$ cat src/design/tpc_pkg.sv
`timescale 1ns / 1ps

package tpc_pkg;

  localparam int unsigned AXES = 3;

  typedef struct packed {
    logic signed [31:0] error_x;
    logic signed [31:0] error_y;
    logic signed [31:0] error_z;
    logic        [15:0] delta_t;
  } tpc_in_t;

  typedef struct packed {
    logic signed [31:0] drive_x;
    logic signed [31:0] drive_y;
    logic signed [31:0] drive_z;
    logic        [2:0]  clamp_mask;
  } tpc_out_t;

  typedef enum logic [2:0] {
    REG_PROP_GAIN_X   = 3'd0,
    REG_PROP_GAIN_Y   = 3'd1,
    REG_PROP_GAIN_Z   = 3'd2,
    REG_INT_GAIN_X    = 3'd3,
    REG_INT_GAIN_Y    = 3'd4,
    REG_INT_GAIN_Z    = 3'd5,
    REG_ERROR_MAX     = 3'd6,
    REG_INTEGRAL_MAX  = 3'd7
  } reg_idx_e;

  typedef struct packed {
    logic load;
    logic s2_en;
    logic s3_en;
  } tpc_ctrl_t;

  function automatic logic signed [63:0] clamp_sym(input logic signed [63:0] v,
                                                   input logic [30:0] lim);
    logic signed [63:0] hi;
    logic signed [63:0] lo;
    hi = $signed({33'd0, lim});
    lo = -hi;
    if (v > hi) begin
      return hi;
    end else if (v < lo) begin
      return lo;
    end
    return v;
  endfunction

endpackage

$ cat src/design/tpc_chan_if.sv
`timescale 1ns / 1ps

interface tpc_chan_if #(
  parameter type payload_t = logic
) ();
  logic     valid;
  logic     ready;
  payload_t data;

  modport source (output valid, output data, input ready);
  modport sink (input valid, input data, output ready);
endinterface

$ cat src/design/tpc_merge.sv
`timescale 1ns / 1ps

module tpc_merge #(
  parameter int unsigned OUTPUT_LIMIT = 6553600
) (
  input  logic               clk_i,
  input  logic               rst_ni,
  input  logic               v3_i,
  input  logic signed [47:0] p_i     [tpc_pkg::AXES],
  input  logic signed [31:0] integ_i [tpc_pkg::AXES],
  output logic               take_o,
  tpc_chan_if.source         out_if
);

  localparam logic [30:0] Lim = 31'(OUTPUT_LIMIT);

  logic signed [63:0] sum     [tpc_pkg::AXES];
  logic signed [31:0] drive   [tpc_pkg::AXES];
  logic        [2:0]  hit;
  logic               out_valid_d, out_valid_q;
  tpc_pkg::tpc_out_t  out_d, out_q;

  always_comb begin
    for (int i = 0; i < 3; i++) begin
      sum[i]   = 64'(p_i[i]) + 64'(integ_i[i]);
      drive[i] = 32'(tpc_pkg::clamp_sym(sum[i], Lim));
      hit[i]   = (sum[i] > $signed({33'd0, Lim})) || (sum[i] < -$signed({33'd0, Lim}));
    end
  end

  assign take_o = v3_i && (!out_valid_q || out_if.ready);

  always_comb begin
    out_d.drive_x    = drive[0];
    out_d.drive_y    = drive[1];
    out_d.drive_z    = drive[2];
    out_d.clamp_mask = hit;
  end

  always_comb begin
    out_valid_d = out_valid_q;
    if (take_o) begin
      out_valid_d = 1'b1;
    end else if (out_if.ready) begin
      out_valid_d = 1'b0;
    end
  end

  always_ff @(posedge clk_i or negedge rst_ni) begin
    if (!rst_ni) begin
      out_valid_q <= 1'b0;
    end else begin
      out_valid_q <= out_valid_d;
    end
  end

  always_ff @(posedge clk_i) begin
    if (take_o) begin
      out_q <= out_d;
    end
  end

  assign out_if.valid = out_valid_q;
  assign out_if.data  = out_q;

endmodule

$ cat src/flat_wrapper.sv
// flat-port wrapper written by rule: the top's interface ports become plain ports
module tpc_merge_flat 
#(
  parameter int unsigned OUTPUT_LIMIT = 6553600
)
  (clk_i, rst_ni, v3_i, p_i, integ_i, take_o, out_if_valid, out_if_data, out_if_ready);
  tpc_chan_if out_if_i ();
  input  logic clk_i;
  input  logic rst_ni;
  input  logic v3_i;
  input  logic signed [47:0] p_i[tpc_pkg::AXES];
  input  logic signed [31:0] integ_i[tpc_pkg::AXES];
  output logic take_o;
  output wire logic [$bits(out_if_i.valid)-1:0] out_if_valid;
  output wire logic [$bits(out_if_i.data)-1:0] out_if_data;
  input wire logic [$bits(out_if_i.ready)-1:0] out_if_ready;
  assign out_if_valid = out_if_i.valid;
  assign out_if_data = out_if_i.data;
  assign out_if_i.ready = out_if_ready;
  tpc_merge #(.OUTPUT_LIMIT(OUTPUT_LIMIT)) u_core (.clk_i(clk_i), .rst_ni(rst_ni), .v3_i(v3_i), .p_i(p_i), .integ_i(integ_i), .take_o(take_o), .out_if(out_if_i));
endmodule
$ cat config.mk
export PLATFORM = sky130hd
export DESIGN_NAME = tpc_merge_flat
export DESIGN_NICKNAME = d
export VERILOG_FILES = /design/src/design/tpc_pkg.sv /design/src/design/tpc_chan_if.sv /design/src/design/tpc_merge.sv /design/src/flat_wrapper.sv
export SDC_FILE = /design/constraint.sdc
export NUM_CORES = 1
export LEC_CHECK = 0
export ABC_AREA = 1
export BUFFER_PORTS_ARGS = -buffer_cell sky130_fd_sc_hd__buf_2
export CORE_MARGIN = 4
export CORE_UTILIZATION = 50
export DETAILED_ROUTE_END_ITERATION = 10
export PLACE_DENSITY = 0.83
export SLEW_MARGIN = 25
export SYNTH_ARGS = -nofsm -noshare
export SYNTH_HDL_FRONTEND = slang
export SYNTH_SLANG_ARGS = --single-unit
$ cat constraint.sdc
create_clock -name clk_i -period 2.05 [get_ports clk_i]
set_input_delay 0.41 -clock clk_i [delete_from_list [all_inputs] [get_ports clk_i]]
set_output_delay 0.41 -clock clk_i [all_outputs]
set_load 0.005 [all_outputs]
# After elaboration in Yosys (flattened, before gate mapping)
# Index checks and enable logic that the tools add are counted.
[word_totals]
output_inout_bits = 3
register_bits = 2
elab_cells = 12
[classes]
mux = 2
addsub = 1
n_reduce_logical = 5
order_cmp = 2
[op_table]
columns = ["operator", "count"]
rows = [
  ["$gt A64 B24 Y1 const B", 1],
  ["$lt A64 B24 Y1 const B", 1],
  ["$add A48 B32 Y49", 1],
  ["$logic_or A1 B1 Y1", 2],
  ["$mux W1", 2],
  ["$reduce_bool A2 Y1", 1],
  ["$logic_and A1 B1 Y1", 1],
  ["$logic_not A1 Y1", 1],
]

# Longest topological paths before layout
[depth]
ltp_word = 4
ltp_mapped = 21
ltp_nobuf = 21

# Least setup slack after synthesis
# No wires, ideal clock.
[synth_timing]
path_kind = "input to register"
start = "input port p_i[96] in the netlist's numbering"
end = "register u_core.out_q, in the netlist u_core.out_if.data (data pin)"
setup_time_ns = 0.253
t_arrival_ns = 2.219
path_slack_ns = -0.422
t_required_ns = 1.797
stages = 18
cell_sequence = "ha_1 > fa_1 > nand2_1 > nand2_1 > nand3_1 > nand2_1 > nand2_1 > nand3_2 > nand2_1 > nand2_1 > nand2_1 > nand2_1 > nor2_1 > nand3_1 > nor2_1 > nand2_1 > nor2_1 > nor2_1"
[synth_between]
elab_chain_len = 3
[synth_rtl]
columns = ["item", "line_no", "source"]
rows = [
  ["start, declared", "flat_wrapper.sv:11", "input logic signed [47:0] p_i[tpc_pkg::AXES];"],
  ["$add A48 B32 Y49 *", "tpc_merge.sv:25", "sum[i] = 64'(p_i[i]) + 64'(integ_i[i]);"],
  ["$gt A64 B24 Y1 or $lt A64 B24 Y1 (tied branches)", "n/a", ""],
  ["$logic_or A1 B1 Y1 *", "tpc_merge.sv:27", "hit[i] = (sum[i] > $signed({33'd0, Lim})) || (sum[i] < -$signed({33'd0, Lim}));"],
  ["net u_core.hit[0]", "tpc_merge.sv:19", "logic [2:0] hit;"],
  ["end signal, assigned", "tpc_merge.sv:59", "out_q <= out_d;"],
  ["end, declared", "tpc_merge.sv:21", "tpc_pkg::tpc_out_t out_d, out_q;"],
]
# Mark *: on every way through the listed nets, which the timed path passes. The rest lies on a longest branch.
# A chain may end at the register's enable or synchronous reset.

# Final worst setup path
[layout_timing]
start = "input port integ_i[64] in the netlist's numbering"
end = "register u_core.out_q, in the netlist u_core.out_if.data (data pin)"
[layout_between]
elab_chain_len = 3
[layout_rtl]
columns = ["item", "line_no", "source"]
rows = [
  ["start, declared", "flat_wrapper.sv:12", "input logic signed [31:0] integ_i[tpc_pkg::AXES];"],
  ["$add A48 B32 Y49 *", "tpc_merge.sv:25", ""],
  ["$gt A64 B24 Y1 or $lt A64 B24 Y1 (tied branches)", "n/a", ""],
  ["$logic_or A1 B1 Y1 *", "tpc_merge.sv:27", ""],
  ["net u_core.hit[0]", "tpc_merge.sv:19", ""],
]
# Marks and branches as above.

==> results.json <==
{
  "finalWorstPathRequiredPeriod_ns": 2.76,
  "worst_pin_slew_ns": 0.381,
  "fillers": 628,
  "placed_area_um2": 6220,
  "io-pin-count": 247,
  "cp_slowest_cell": "fa_2",
  "critical_path_arrival_ns": 2.73,
  "cp_cell_sequence": "buf_2, ha_4, fa_2, nand2_4, nand2_4, nand3_4, nand2_4, nand2_1, nand2_1, nor2_1, nand2_1, nor2_1, nand2_1, nor2_1, nand3_1, nand2_1, nand3_1, nor2_1, nor2_1",
  "dr.pass1.iters": 9,
  "hold_class": "input port to flip-flop",
  "synth_cell_types": 30,
  "ys_seq_area_share_pct": 1.17,
  "drtAntennaViolNets": 0,
  "startpoint_type": "input port",
  "cts_tree": "built",
  "syn_inst": 993,
  "violations": "setup timing",
  "avgViaCountPerCell": 5.82,
  "status": "finished with violations",
  "grt_max_degree": 18,
  "finalSetupViolations": 1,
  "stdcell_area_um2": 7290,
  "holdWs_ns": 0.396,
  "setup_slack_ns": -0.709,
  "fin_util_pct": 79.2,
  "relSlewSlack_pct": 74.3,
  "period_share_pct": 135,
  "place.gp.congestion": 1.04,
  "diodes": 0,
  "wl_per_cell_um": 16.6,
  "grt_usage_pct": 32.8,
  "cap_violations": 0,
  "wl_um": 21800,
  "grt_overflow": 0,
  "p_leak_nw": 4.08,
  "vias": 7659,
  "synth_seq_cells": 2,
  "critical-path-top-delay-family": "simple AND/OR/NAND/NOR gates",
  "core-area_um2": 9200,
  "die_w_um": 105,
  "grt_pass1_wl_um": 30000,
  "final_layout_size_suffix_gt1_share_pct": 35.9,
  "power_density_nw_per_um2": 343,
  "fp.dieH_um": 105,
  "root_buffer": "clkbuf_8",
  "fp-row-count": 35,
  "cts_buffers": 3,
  "clock_latency_ns": 0.21,
  "yosys_warnings": 0,
  "drc": 0,
  "syn2layout_area_growth_pct": 54.4,
  "final_cell_mix": "nand2_1 (363), inv_1 (187), buf_4 (122)",
  "finalPower_mw": 2.50,
  "crit_fanout": 4,
  "endpoint_kind": "flip-flop",
  "rsz0062_at_grt": "true",
  "critical_path_class": "input port to flip-flop",
  "drt_iter0_drc": 1135,
  "htree_levels": 1,
  "path_clk_slew_ns": 0.03,
  "hold_viol_final": 0,
  "portBuffers": 86,
  "syn_avg_cell_area_um2": 4.75,
  "crit_path_max_incr_delay_ns": 0.42,
  "cp.required_ns": 2.02,
  "synth_nets": 1286,
  "nNetsFinal": 1500,
  "start_util_pct": 51.3,
  "fmax_ghz": 0.362,
  "grt_pass1_vias": 6483,
  "cp_num_buf_inv": 1,
  "layout_commonest_cell": "nand2_1",
  "clk_path_buf_depth": 2,
  "vdd_ir_drop_max_uv": 224,
  "final_max_slew_viol_count": 0,
  "dp_hpwl_um": 14400,
  "cts_sinks": 2,
  "die_area_um2": 11100,
  "netlist_area_um2": 4720,
  "skew_ns": 0.00502,
  "antenna_found_initial": 0
}
==> per-layer routing <==
metal | routed length (um) | vias to the layer above | global-route usage, %
li1 | - | 3479 | -
met1 | 7780 | 3325 | 44.7
met2 | 9570 | 673 | 54.7
met3 | 3190 | 180 | 4.69
met4 | 1240 | 2 | 7.12
met5 | 30 | - | 0
==> stage by stage <==
| stage | setup WS, ns | setup TNS [ns] | std cells |
|---|---|---|---|
| 6_report | -0.709 | -0.709 | 1317 |
| 5_1_grt | -0.787 | -0.787 | 1317 |
| 4_1_cts | -0.353 | -0.353 | 1314 |
| 3_5_place_dp | -0.837 | -0.837 | 1308 |
| 3_3_place_gp | -0.786 | -0.786 | 1308 |
| 2_1_floorplan | -0.245 | -0.245 | 993 |
==> cells in the mapped netlist (all sizes together) <==
| cell type | n | share of area (%) |
|---|---|---|
| a21o | 1 | 0.16 |
| a21oi | 49 | 5.4 |
| a31oi | 1 | 0.13 |
| and2 | 1 | 0.13 |
| clkinv | 1 | 0.079 |
| dfrtp | 1 | 0.53 |
| edfxtp | 1 | 0.64 |
| fa | 1 | 0.42 |
| ha | 48 | 13 |
| inv | 202 | 16 |
| nand2 | 447 | 37 |
| nand3 | 70 | 8.1 |
| nand3b | 10 | 1.6 |
| nand4 | 16 | 2.1 |
| nor2 | 109 | 10 |
| nor3 | 7 | 0.74 |
| nor4 | 2 | 0.27 |
| o21a | 1 | 0.16 |
| o21ai | 9 | 0.95 |
| o21bai | 10 | 1.6 |
| o221a | 1 | 0.24 |
| or2 | 1 | 0.13 |
| xnor2 | 3 | 0.56 |
| xor2 | 1 | 0.19 |
==> kinds of logic after synthesis <==
group	after synthesis	share of synthesized area [%]
flip-flops	2	1.17
AO/OA/AOI/OAI	72	8.59
XOR/XNOR	4	0.743
adder cells (fa/ha/maj)	49	13.2
AND/OR/NAND/NOR	663	60.2
buffers and inverters	203	16.1
==> power breakdown <==
part	leakage [nW]	internal [mW]	total, mW	switching, mW
clock network	0.0228	0.132	0.166	0.0337
logic	4.03	0.933	2.29	1.36
registers	0.0180	0.0442	0.0452	0.00100
total	4.08	1.11	2.50	1.39
==> registers in the layout (all words and copies together) (netlist names) <==
register,count
u_core.out_if.data,1
u_core.out_if.valid,1
==> final cells by class <==
cell class	count	area, um^2	share of cell area [%]
Clock buffer	4	45.0	0.618
Sequential cell	2	55.1	0.756
Multi-Input combinational cell	788	4910	67.4
Inverter	203	762	10.5
Tap cell	111	139	1.91
Timing Repair Buffer	209	1380	18.9
==> timing repair <==
item | in CTS | in global routing
pin swaps | 15 | 23
hold buffers | 1 | 0
setup endpoints to repair | 1 | 1
endpoints found under the hold margin | 1 | 0
buffers inserted | 1 | 3
gates resized for setup | 97 | 93
==> worst paths after layout <==
check                                                start                         endpoint  slack (ns)  cells after the start
min in group asynchronous                           rst_ni  u_core.out_if.valid$_DFFE_PN0P_        0.51                      2
hold reg to reg            u_core.out_if.valid$_DFFE_PN0P_  u_core.out_if.valid$_DFFE_PN0P_        0.49                      2
setup / recovery                               integ_i[64]     u_core.out_if.data$_DFFE_PP_       -0.71                     19
hold / removal                                        v3_i  u_core.out_if.valid$_DFFE_PN0P_        0.40                      3
max in group asynchronous                           rst_ni  u_core.out_if.valid$_DFFE_PN0P_        1.46                      2
setup reg to reg           u_core.out_if.valid$_DFFE_PN0P_     u_core.out_if.data$_DFFE_PP_        1.15                      1
(Power assumes the default switching activity.)
